==> src/hdl/olr_pkg.sv <==
// ----------------------------------------------------------------------------
// olr_pkg
// Shared types and constants for the octant line rasterizer: coordinate and
// address widths, octant bit positions, item kinds and the stage payloads.
// ----------------------------------------------------------------------------
package olr_pkg;

   // Coordinate width; all coordinate arithmetic wraps at this width.
   localparam int COORD_BITS = 12;

   // Row pitch register and framebuffer word address widths.
   localparam int PITCH_BITS = 13;
   localparam int ADDR_BITS = 24;

   // Product width wide enough for y times pitch and for the address.
   localparam int PROD_BITS = (COORD_BITS + PITCH_BITS > ADDR_BITS) ?
                              (COORD_BITS + PITCH_BITS) : ADDR_BITS;

   // Error sum and doubled delta widths.
   localparam int TWICE_BITS = COORD_BITS + 1;
   localparam int ERR_BITS = COORD_BITS + 3;

   // Row pitch after reset.
   localparam logic [PITCH_BITS-1:0] PITCH_RESET = PITCH_BITS'(640);

   // Item kinds.
   localparam logic KIND_BEGIN = 1'b0;
   localparam logic KIND_ADVANCE = 1'b1;

   // Octant bit positions.
   localparam int OCT_SWAP = 0;
   localparam int OCT_XNEG = 1;
   localparam int OCT_YNEG = 2;

   // Command queue between the front and the back.
   localparam int QUEUE_DEPTH = 4;
   localparam int QUEUE_IDX_BITS = $clog2(QUEUE_DEPTH);

   // A classified item as it travels through the queue.
   typedef struct packed {
      logic                  begin_line;
      logic [2:0]            octant;
      logic [COORD_BITS-1:0] origin_x;
      logic [COORD_BITS-1:0] origin_y;
      logic [COORD_BITS-1:0] major_len;
      logic [COORD_BITS-1:0] minor_len;
   } command_type;

   // A pixel on its way to the address stage.
   typedef struct packed {
      logic [COORD_BITS-1:0] x;
      logic [COORD_BITS-1:0] y;
      logic                  last;
   } pixel_type;

endpackage

==> src/hdl/olr_front.sv <==
// ----------------------------------------------------------------------------
// olr_front
// Classifies an incoming item. A begin item has its delta folded into the
// first octant: absolute deltas, octant bits and major/minor lengths.
// ----------------------------------------------------------------------------
module olr_front (
   input  logic                           req_kind,
   input  logic [olr_pkg::COORD_BITS-1:0] req_x_start,
   input  logic [olr_pkg::COORD_BITS-1:0] req_y_start,
   input  logic [olr_pkg::COORD_BITS-1:0] req_x_end,
   input  logic [olr_pkg::COORD_BITS-1:0] req_y_end,
   output olr_pkg::command_type           cmd
);
   import olr_pkg::*;

   logic                  x_neg;
   logic                  y_neg;
   logic                  swap;
   logic [COORD_BITS-1:0] abs_dx;
   logic [COORD_BITS-1:0] abs_dy;

   // Absolute deltas and their directions.
   always_comb begin
      x_neg = (req_x_end < req_x_start);
      y_neg = (req_y_end < req_y_start);
      abs_dx = x_neg ? (req_x_start - req_x_end) : (req_x_end - req_x_start);
      abs_dy = y_neg ? (req_y_start - req_y_end) : (req_y_end - req_y_start);
      swap = (abs_dx < abs_dy);
   end

   // Build the command; the longer delta becomes the major axis.
   always_comb begin
      cmd.begin_line = (req_kind == KIND_BEGIN);
      cmd.octant[OCT_SWAP] = swap;
      cmd.octant[OCT_XNEG] = x_neg;
      cmd.octant[OCT_YNEG] = y_neg;
      cmd.origin_x = req_x_start;
      cmd.origin_y = req_y_start;
      cmd.major_len = swap ? abs_dy : abs_dx;
      cmd.minor_len = swap ? abs_dx : abs_dy;
   end

endmodule

==> src/hdl/olr_queue.sv <==
// ----------------------------------------------------------------------------
// olr_queue
// Short command queue that decouples the classifying front from the
// stepping back, so that each side can stall on its own.
// ----------------------------------------------------------------------------
module olr_queue (
   input  logic                 clock,
   input  logic                 reset,
   input  logic                 push,
   input  olr_pkg::command_type push_cmd,
   output logic                 full,
   input  logic                 pop,
   output logic                 cmd_valid,
   output olr_pkg::command_type cmd
);
   import olr_pkg::*;

   command_type               storage_ff [QUEUE_DEPTH];
   logic [QUEUE_IDX_BITS-1:0] wr_ptr_ff;
   logic [QUEUE_IDX_BITS-1:0] wr_ptr_in;
   logic [QUEUE_IDX_BITS-1:0] rd_ptr_ff;
   logic [QUEUE_IDX_BITS-1:0] rd_ptr_in;
   logic [QUEUE_IDX_BITS:0]   count_ff;
   logic [QUEUE_IDX_BITS:0]   count_in;

   // Status toward both sides.
   assign full = (count_ff == (QUEUE_IDX_BITS+1)'(QUEUE_DEPTH));
   assign cmd_valid = (count_ff != '0);
   assign cmd = storage_ff[rd_ptr_ff];

   // Pointer and fill count updates.
   always_comb begin
      wr_ptr_in = push ? (wr_ptr_ff + 1'b1) : wr_ptr_ff;
      rd_ptr_in = pop ? (rd_ptr_ff + 1'b1) : rd_ptr_ff;
      count_in = count_ff;
      if (push && !pop) begin
         count_in = count_ff + 1'b1;
      end else if (pop && !push) begin
         count_in = count_ff - 1'b1;
      end
   end

   always_ff @(posedge clock) begin
      if (reset) begin
         wr_ptr_ff <= '0;
         rd_ptr_ff <= '0;
         count_ff <= '0;
      end else begin
         wr_ptr_ff <= wr_ptr_in;
         rd_ptr_ff <= rd_ptr_in;
         count_ff <= count_in;
      end
   end

   // Entry storage needs no reset.
   always_ff @(posedge clock) begin
      if (push) begin
         storage_ff[wr_ptr_ff] <= push_cmd;
      end
   end

endmodule

==> src/hdl/olr_back.sv <==
// ----------------------------------------------------------------------------
// olr_back
// Line stepping engine. Holds the state of the line in progress, emits one
// pixel per command on a live line and steps the minor axis by the error term.
// ----------------------------------------------------------------------------
module olr_back (
   input  logic                 clock,
   input  logic                 reset,
   input  logic                 cmd_valid,
   input  olr_pkg::command_type cmd,
   output logic                 cmd_pop,
   output logic                 pix_valid,
   output olr_pkg::pixel_type   pix,
   input  logic                 pix_take
);
   import olr_pkg::*;

   logic                       active_ff;
   logic                       active_in;
   logic [2:0]                 octant_ff;
   logic [2:0]                 octant_in;
   logic [COORD_BITS-1:0]      origin_x_ff;
   logic [COORD_BITS-1:0]      origin_x_in;
   logic [COORD_BITS-1:0]      origin_y_ff;
   logic [COORD_BITS-1:0]      origin_y_in;
   logic [COORD_BITS-1:0]      major_pos_ff;
   logic [COORD_BITS-1:0]      major_pos_in;
   logic [COORD_BITS-1:0]      minor_pos_ff;
   logic [COORD_BITS-1:0]      minor_pos_in;
   logic [COORD_BITS-1:0]      major_len_ff;
   logic [COORD_BITS-1:0]      major_len_in;
   logic signed [ERR_BITS-1:0] error_sum_ff;
   logic signed [ERR_BITS-1:0] error_sum_in;
   logic [TWICE_BITS-1:0]      twice_major_ff;
   logic [TWICE_BITS-1:0]      twice_major_in;
   logic [TWICE_BITS-1:0]      twice_minor_ff;
   logic [TWICE_BITS-1:0]      twice_minor_in;
   logic                       pix_valid_ff;
   logic                       pix_valid_in;
   pixel_type                  pix_ff;
   pixel_type                  pix_in;

   logic                       pix_ready;
   logic                       live;
   logic                       emit;
   logic [2:0]                 cur_octant;
   logic [COORD_BITS-1:0]      cur_origin_x;
   logic [COORD_BITS-1:0]      cur_origin_y;
   logic [COORD_BITS-1:0]      cur_major_pos;
   logic [COORD_BITS-1:0]      cur_minor_pos;
   logic [COORD_BITS-1:0]      cur_major_len;
   logic signed [ERR_BITS-1:0] cur_error;
   logic [TWICE_BITS-1:0]      cur_twice_major;
   logic [TWICE_BITS-1:0]      cur_twice_minor;
   logic [COORD_BITS-1:0]      x_off;
   logic [COORD_BITS-1:0]      y_off;
   logic                       is_last;
   logic signed [ERR_BITS-1:0] error_step;

   // The pixel register takes a new pixel when empty or being drained.
   assign pix_ready = !pix_valid_ff || pix_take;
   assign cmd_pop = cmd_valid && pix_ready;
   assign pix_valid = pix_valid_ff;
   assign pix = pix_ff;

   // Working line state: a begin command starts fresh, an advance uses
   // the stored state.
   always_comb begin
      if (cmd.begin_line) begin
         live = 1'b1;
         cur_octant = cmd.octant;
         cur_origin_x = cmd.origin_x;
         cur_origin_y = cmd.origin_y;
         cur_major_pos = '0;
         cur_minor_pos = '0;
         cur_major_len = cmd.major_len;
         cur_error = ERR_BITS'($signed({1'b0, cmd.major_len}));
         cur_twice_major = {cmd.major_len, 1'b0};
         cur_twice_minor = {cmd.minor_len, 1'b0};
      end else begin
         live = active_ff;
         cur_octant = octant_ff;
         cur_origin_x = origin_x_ff;
         cur_origin_y = origin_y_ff;
         cur_major_pos = major_pos_ff;
         cur_minor_pos = minor_pos_ff;
         cur_major_len = major_len_ff;
         cur_error = error_sum_ff;
         cur_twice_major = twice_major_ff;
         cur_twice_minor = twice_minor_ff;
      end
      emit = cmd_pop && live;
   end

   // Unfold the current position back into screen coordinates.
   always_comb begin
      x_off = cur_octant[OCT_SWAP] ? cur_minor_pos : cur_major_pos;
      y_off = cur_octant[OCT_SWAP] ? cur_major_pos : cur_minor_pos;
      pix_in.x = cur_octant[OCT_XNEG] ? (cur_origin_x - x_off) : (cur_origin_x + x_off);
      pix_in.y = cur_octant[OCT_YNEG] ? (cur_origin_y - y_off) : (cur_origin_y + y_off);
      is_last = (cur_major_pos >= cur_major_len);
      pix_in.last = is_last;
      pix_valid_in = pix_ready ? emit : pix_valid_ff;
   end

   // One Bresenham step: lose twice the minor length, and on underflow
   // take a minor step and add twice the major length back.
   always_comb begin
      active_in = active_ff;
      octant_in = octant_ff;
      origin_x_in = origin_x_ff;
      origin_y_in = origin_y_ff;
      major_pos_in = major_pos_ff;
      minor_pos_in = minor_pos_ff;
      major_len_in = major_len_ff;
      error_sum_in = error_sum_ff;
      twice_major_in = twice_major_ff;
      twice_minor_in = twice_minor_ff;
      error_step = cur_error - ERR_BITS'($signed({2'b00, cur_twice_minor}));
      if (emit) begin
         octant_in = cur_octant;
         origin_x_in = cur_origin_x;
         origin_y_in = cur_origin_y;
         major_len_in = cur_major_len;
         twice_major_in = cur_twice_major;
         twice_minor_in = cur_twice_minor;
         minor_pos_in = cur_minor_pos;
         error_sum_in = cur_error;
         if (is_last) begin
            active_in = 1'b0;
            major_pos_in = cur_major_pos;
         end else begin
            active_in = 1'b1;
            major_pos_in = cur_major_pos + 1'b1;
            if (error_step < 0) begin
               minor_pos_in = cur_minor_pos + 1'b1;
               error_sum_in = error_step + ERR_BITS'($signed({2'b00, cur_twice_major}));
            end else begin
               error_sum_in = error_step;
            end
         end
      end
   end

   always_ff @(posedge clock) begin
      if (reset) begin
         active_ff <= 1'b0;
         octant_ff <= '0;
         origin_x_ff <= '0;
         origin_y_ff <= '0;
         major_pos_ff <= '0;
         minor_pos_ff <= '0;
         major_len_ff <= '0;
         error_sum_ff <= '0;
         twice_major_ff <= '0;
         twice_minor_ff <= '0;
         pix_valid_ff <= 1'b0;
      end else begin
         active_ff <= active_in;
         octant_ff <= octant_in;
         origin_x_ff <= origin_x_in;
         origin_y_ff <= origin_y_in;
         major_pos_ff <= major_pos_in;
         minor_pos_ff <= minor_pos_in;
         major_len_ff <= major_len_in;
         error_sum_ff <= error_sum_in;
         twice_major_ff <= twice_major_in;
         twice_minor_ff <= twice_minor_in;
         pix_valid_ff <= pix_valid_in;
      end
   end

   // Pixel payload needs no reset.
   always_ff @(posedge clock) begin
      if (pix_ready) begin
         pix_ff <= pix_in;
      end
   end

endmodule

==> src/hdl/olr_addr.sv <==
// ----------------------------------------------------------------------------
// olr_addr
// Address stage and output register. Holds the row pitch register and
// forms the framebuffer word address x plus y times pitch.
// ----------------------------------------------------------------------------
module olr_addr (
   input  logic                           clock,
   input  logic                           reset,
   input  logic                           csr_wr_en,
   input  logic [olr_pkg::PITCH_BITS-1:0] csr_wr_data,
   input  logic                           pix_valid,
   input  olr_pkg::pixel_type             pix,
   output logic                           pix_take,
   output logic                           rsp_valid,
   input  logic                           rsp_stall,
   output logic [olr_pkg::COORD_BITS-1:0] rsp_pixel_x,
   output logic [olr_pkg::COORD_BITS-1:0] rsp_pixel_y,
   output logic [olr_pkg::ADDR_BITS-1:0]  rsp_pixel_addr,
   output logic                           rsp_last_pixel
);
   import olr_pkg::*;

   logic [PITCH_BITS-1:0] pitch_ff;
   logic                  rsp_valid_ff;
   logic                  rsp_valid_in;
   logic [COORD_BITS-1:0] rsp_x_ff;
   logic [COORD_BITS-1:0] rsp_y_ff;
   logic [ADDR_BITS-1:0]  rsp_addr_ff;
   logic [ADDR_BITS-1:0]  rsp_addr_in;
   logic                  rsp_last_ff;
   logic                  out_ready;
   logic [PROD_BITS-1:0]  row_base;
   logic [PROD_BITS-1:0]  addr_sum;

   // Row pitch register.
   always_ff @(posedge clock) begin
      if (reset) begin
         pitch_ff <= PITCH_RESET;
      end else if (csr_wr_en) begin
         pitch_ff <= csr_wr_data;
      end
   end

   // The output register refills when empty or when its item is taken.
   assign out_ready = !rsp_valid_ff || !rsp_stall;
   assign pix_take = pix_valid && out_ready;
   assign rsp_valid_in = out_ready ? pix_valid : rsp_valid_ff;

   // Word address, wrapped to the address width.
   always_comb begin
      row_base = PROD_BITS'(pix.y) * PROD_BITS'(pitch_ff);
      addr_sum = row_base + PROD_BITS'(pix.x);
      rsp_addr_in = addr_sum[ADDR_BITS-1:0];
   end

   always_ff @(posedge clock) begin
      if (reset) begin
         rsp_valid_ff <= 1'b0;
      end else begin
         rsp_valid_ff <= rsp_valid_in;
      end
   end

   // Result payload needs no reset.
   always_ff @(posedge clock) begin
      if (out_ready) begin
         rsp_x_ff <= pix.x;
         rsp_y_ff <= pix.y;
         rsp_addr_ff <= rsp_addr_in;
         rsp_last_ff <= pix.last;
      end
   end

   assign rsp_valid = rsp_valid_ff;
   assign rsp_pixel_x = rsp_x_ff;
   assign rsp_pixel_y = rsp_y_ff;
   assign rsp_pixel_addr = rsp_addr_ff;
   assign rsp_last_pixel = rsp_last_ff;

endmodule

==> src/hdl/octant_line_rasterizer.sv <==
// A result passes through the command queue, the pixel register and the output register.
// Throughput: one item per cycle while the queue has room; a result-side stall can fill the queue.
// A four-entry command queue lets the front keep accepting while the result side stalls.
// Reset clears the line state, empties the queue and the output, and sets row pitch to 640.
// ----------------------------------------------------------------------------
// octant_line_rasterizer
// Octant-folding Bresenham line rasterizer: begin items start a line and
// emit its first pixel, advance items emit the following pixels.
// ----------------------------------------------------------------------------
module octant_line_rasterizer (
   input  logic                           clock,
   input  logic                           reset,
   input  logic                           csr_wr_en,
   input  logic [olr_pkg::PITCH_BITS-1:0] csr_wr_data,
   input  logic                           req_valid,
   output logic                           req_stall,
   input  logic                           req_kind,
   input  logic [olr_pkg::COORD_BITS-1:0] req_x_start,
   input  logic [olr_pkg::COORD_BITS-1:0] req_y_start,
   input  logic [olr_pkg::COORD_BITS-1:0] req_x_end,
   input  logic [olr_pkg::COORD_BITS-1:0] req_y_end,
   output logic                           rsp_valid,
   input  logic                           rsp_stall,
   output logic [olr_pkg::COORD_BITS-1:0] rsp_pixel_x,
   output logic [olr_pkg::COORD_BITS-1:0] rsp_pixel_y,
   output logic [olr_pkg::ADDR_BITS-1:0]  rsp_pixel_addr,
   output logic                           rsp_last_pixel
);
   import olr_pkg::*;

   command_type front_cmd;
   command_type queue_cmd;
   logic        queue_full;
   logic        queue_push;
   logic        queue_valid;
   logic        queue_pop;
   logic        pix_valid;
   pixel_type   pix;
   logic        pix_take;

   // An item is accepted whenever the queue has room.
   assign req_stall = queue_full;
   assign queue_push = req_valid && !queue_full;

   olr_front u_front (
      .req_kind    (req_kind),
      .req_x_start (req_x_start),
      .req_y_start (req_y_start),
      .req_x_end   (req_x_end),
      .req_y_end   (req_y_end),
      .cmd         (front_cmd)
   );

   olr_queue u_queue (
      .clock     (clock),
      .reset     (reset),
      .push      (queue_push),
      .push_cmd  (front_cmd),
      .full      (queue_full),
      .pop       (queue_pop),
      .cmd_valid (queue_valid),
      .cmd       (queue_cmd)
   );

   olr_back u_back (
      .clock     (clock),
      .reset     (reset),
      .cmd_valid (queue_valid),
      .cmd       (queue_cmd),
      .cmd_pop   (queue_pop),
      .pix_valid (pix_valid),
      .pix       (pix),
      .pix_take  (pix_take)
   );

   olr_addr u_addr (
      .clock          (clock),
      .reset          (reset),
      .csr_wr_en      (csr_wr_en),
      .csr_wr_data    (csr_wr_data),
      .pix_valid      (pix_valid),
      .pix            (pix),
      .pix_take       (pix_take),
      .rsp_valid      (rsp_valid),
      .rsp_stall      (rsp_stall),
      .rsp_pixel_x    (rsp_pixel_x),
      .rsp_pixel_y    (rsp_pixel_y),
      .rsp_pixel_addr (rsp_pixel_addr),
      .rsp_last_pixel (rsp_last_pixel)
   );

endmodule

==> config.mk <==
export PLATFORM = sky130hd
export DESIGN_NAME = octant_line_rasterizer
export DESIGN_NICKNAME = d
export VERILOG_FILES = /design/src/hdl/olr_pkg.sv /design/src/hdl/olr_front.sv /design/src/hdl/olr_queue.sv /design/src/hdl/olr_back.sv /design/src/hdl/olr_addr.sv /design/src/hdl/octant_line_rasterizer.sv
export SDC_FILE = /design/constraint.sdc
export NUM_CORES = 1
export LEC_CHECK = 0
export BUFFER_PORTS_ARGS = -buffer_cell sky130_fd_sc_hd__buf_4
export CAP_MARGIN = 20
export CORE_MARGIN = 3
export CORE_UTILIZATION = 45
export DETAILED_ROUTE_END_ITERATION = 12
export PLACE_DENSITY_LB_ADDON = 0.1
export SETUP_SLACK_MARGIN = 0.1
export SYNTH_ARGS = -nofsm -noshare
export SYNTH_HDL_FRONTEND = slang
export SYNTH_HIERARCHICAL = 1
export SYNTH_SLANG_ARGS = --single-unit
==> constraint.sdc <==
create_clock -name clock -period 15.35 [get_ports clock]
set_input_delay 2.3025 -clock clock [delete_from_list [all_inputs] [get_ports clock]]
set_output_delay 2.3025 -clock clock [all_outputs]
set_load 0.01 [all_outputs]
==> impl_metrics.yaml <==
logic_synthesis:
  synth.avg_cell_area_sq_um: 10.71
  yosysTopAreaCellShare_pct: 30.68
  netlist_area_sq_um: 27600
  ys_seq_area_share_pct: 40.04
  yosysTopAreaCell: "edfxtp_1"
  yosys-top-cells-area: "edfxtp_1, dfxtp_1, fa_1"
  synth_edf_count: 282
  synthDistinctLibCells: 97
  synthArstFlopShare_pct: 0
  ys_ff_latch: 411
  ys.flop_type: "edfxtp_1"
  synth_warnings: 6
  syn_nets: 2969
  synth_cells: 2578
detailed_routing:
  dr.pass1.iters: 6
  wirelength_mm: 66.11
  wl_per_cell_um: 19.23
  drc: 0
  drt_iter0_drc: 1038
  via_per_inst: 5.419
  vias: 18620
  postRouteAntennaNets: 0
global_route:
  track_usage_pct: 20.78
  overflow: 0
  grt_max_degree: 76
  first_global_vias: 18880
  grt_pass1_wl_mm: 105.1
  antenna_found_initial: 3
final_layout:
  fin_nets: 3008
  num_antenna_cells: 0
  fillers: 5488
  drive_above_1_share_pct: 12.92
  syn2layout_area_growth_pct: 10.40
clock_tree:
  ctsHoldBuffers: 0
  cts_buffers: 48
  clock_path_buffers: 3
  cts_root_buf: "clkbuf_16"
  ctsHtreeMaxLevel: 2
  path_clk_slew_ps: 60
  post_cts_buffers: 0
  clk_latency_ps: 590
  cts_sinks: 411
  cts_tree: "yes"
  cts_resized: 0
worst_setup_path:
  max_stage_delay_ps: 680
  crit_path_max_fanout: 23
  critPathArrivalTime_ps: 7360
  start_kind: "input pin"
  crit_chain: "buf_4, inv_1, ha_1, inv_1, fa_1, a211oi_2, o211ai_2, a31oi_4, o211ai_1, a41oi_2, xor2_1, ha_1, a21o_1, a21o_1, a21oi_1, o21ai_0, o21ba_2, inv_1, a211oi_1"
  cpLargestDelayFamily: "compound AO/OA/AOI/OAI gates"
  critPathCaptureType: "flop"
  cp.required_ps: 15690
  critical_path_buf_inv_count: 4
  crit_type: "in -> reg"
  slowest_stage: "o21ba_2"
  worst_path_most_repeated_cell: "inv_1"
sta:
  min_period_over_period_pct: 45.72
  worstMarginPinSlew_ps: 1065
  drv_slew: 0
  max-slew-margin-rel_pct: 28.84
  hold_ws_ps: 442.4
  totalNegativeSetupSlack_ps: 0
  skew_ps: 25.30
  fin_ws_ps: 8331
  report.final.hold_viol_count: 0
  report.final.setup_viol: 0
  min_period_ps: 7019
  fmax_ghz: 0.1425
  rsz0062_at_grt: "false"
placed_design:
  dp_worst_setup_slack_ps: 7635
  dp_hpwl_mm: 48.36
  gp_congestion: 0.8887
  io_buffers: 117
floorplanning:
  coreArea_sq_um: 60470
  die_y_um: 253.7
  die_x_um: 253.7
  start_util_pct: 45.64
  die_area_sq_um: 64340
  io_pins: 118
  rows: 90
status:
  outcome: "finished, final reports clean"
min_path:
  hold_class: "reg -> reg"
run:
  maxCapViolations: 0
[layout by cell type, fill, tap and decap left out, types with 9 or more instances in the layout]
cell type / instances
inv_1: 291
edfxtp_1: 282
nand2_1: 233
ha_1: 195
nor2_1: 171
a21oi_1: 138
buf_4: 132
fa_1: 129
dfxtp_1: 126
and2_1: 90
mux2i_1: 85
o21ai_0: 77
xnor2_1: 71
xor2_1: 51
mux4_2: 50
clkbuf_16: 48
a211oi_1: 45
nor2b_1: 38
a21o_1: 34
nor3_1: 30
mux2_2: 28
nand3_1: 25
o211ai_1: 18
o21a_1: 17
a31oi_1: 16
a21boi_0: 16
nand4_1: 13
o22ai_1: 12
nand2b_1: 10
a211o_1: 10
clkinv_2: 9
and3_1: 9
[cell type report]
class                      instances  area (sq um)  area share, %
multi-input combinational       1733         14690          48.20
sequential                       411         11060          36.29
clock buffer                      53          1230          4.036
inverter                         291          1092          3.585
timing repair buffer             132         991.0          3.252
tap                              782         978.4          3.211
clock inverter                    35         434.2          1.425
[metrics by stage]
stage | cells | instance area (sq um) | util, %
2_1_floorplan | 2578 | 27600 | -
3_3_place_gp | 3348 | 28800 | 47.62
3_5_place_dp | 3348 | 28800 | 47.62
4_1_cts | 3436 | 30460 | 50.38
5_1_grt | 3437 | 30470 | 50.39
6_report | 3437 | 30470 | 50.39
[state kept, by name (all words and copies together), names as in the netlist, 13 cells and up, named ones only]
| signal | flops |
|---|---|
| u_back/pix | 25 |
| u_back/twice_major_ff | 13 |
| u_back/twice_minor_ff | 13 |
| u_back/error_sum_ff | 15 |
| u_addr/rsp_pixel_addr | 24 |
| u_queue/storage_ff | 208 |
| u_addr/pitch_ff | 13 |
[Yosys cell counts, drive strengths merged, types with 5 or more instances]
| master | instances |
|---|---|
| a211o | 10 |
| a211oi | 46 |
| a21boi | 16 |
| a21o | 35 |
| a21oi | 143 |
| a31oi | 17 |
| and2 | 96 |
| and3 | 10 |
| buf | 69 |
| clkbuf | 74 |
| dfxtp | 129 |
| edfxtp | 282 |
| fa | 129 |
| ha | 195 |
| inv | 291 |
| mux2 | 29 |
| mux2i | 85 |
| mux4 | 52 |
| nand2 | 235 |
| nand2b | 10 |
| nand3 | 25 |
| nand4 | 13 |
| nor2 | 176 |
| nor2b | 39 |
| nor3 | 30 |
| nor3b | 5 |
| nor4 | 5 |
| o211ai | 19 |
| o21a | 17 |
| o21ai | 83 |
| o21bai | 6 |
| o22ai | 12 |
| o31ai | 6 |
| or2 | 5 |
| or3 | 9 |
| xnor2 | 71 |
| xor2 | 51 |
[per-layer routing]
metal  wire length [um]  global-route usage (%)  share of wire, %
met5                  0                       0                 0
met2              33820                   37.83                51
met4               1332                   5.046               2.0
met1              28690                   26.44                43
met3               2264                   2.374               3.4
[cell families (layout without fill, tap and decap cells)]
| group | Yosys count | after routing | synth area share [%] |
|---|---|---|---|
| simple gates | 670 | 670 | 11.61 |
| compound gates | 451 | 451 | 10.88 |
| buf+inv | 434 | 511 | 6.854 |
| flops | 411 | 411 | 40.04 |
| fa+ha+maj | 324 | 324 | 18.20 |
| mux | 166 | 166 | 8.550 |
| xor+xnor | 122 | 122 | 3.871 |
[worst paths after layout]
check | cells past startpoint | to | startpoint | slack [ps]
max | 19 | u_queue/storage_ff[2][23] | req_y_end[0] | 8330
min | 0 | u_addr/rsp_last_pixel | u_back/pix[0] | 440
max reg2reg | 22 | u_back/error_sum_ff[11] | flop | 8490
min reg2reg | 0 | u_addr/rsp_last_pixel | u_back/pix[0] | 440
Power is left out: the tool's default activity adds up to more than one toggle a clock period on the data nets, which glitch-free logic cannot reach.
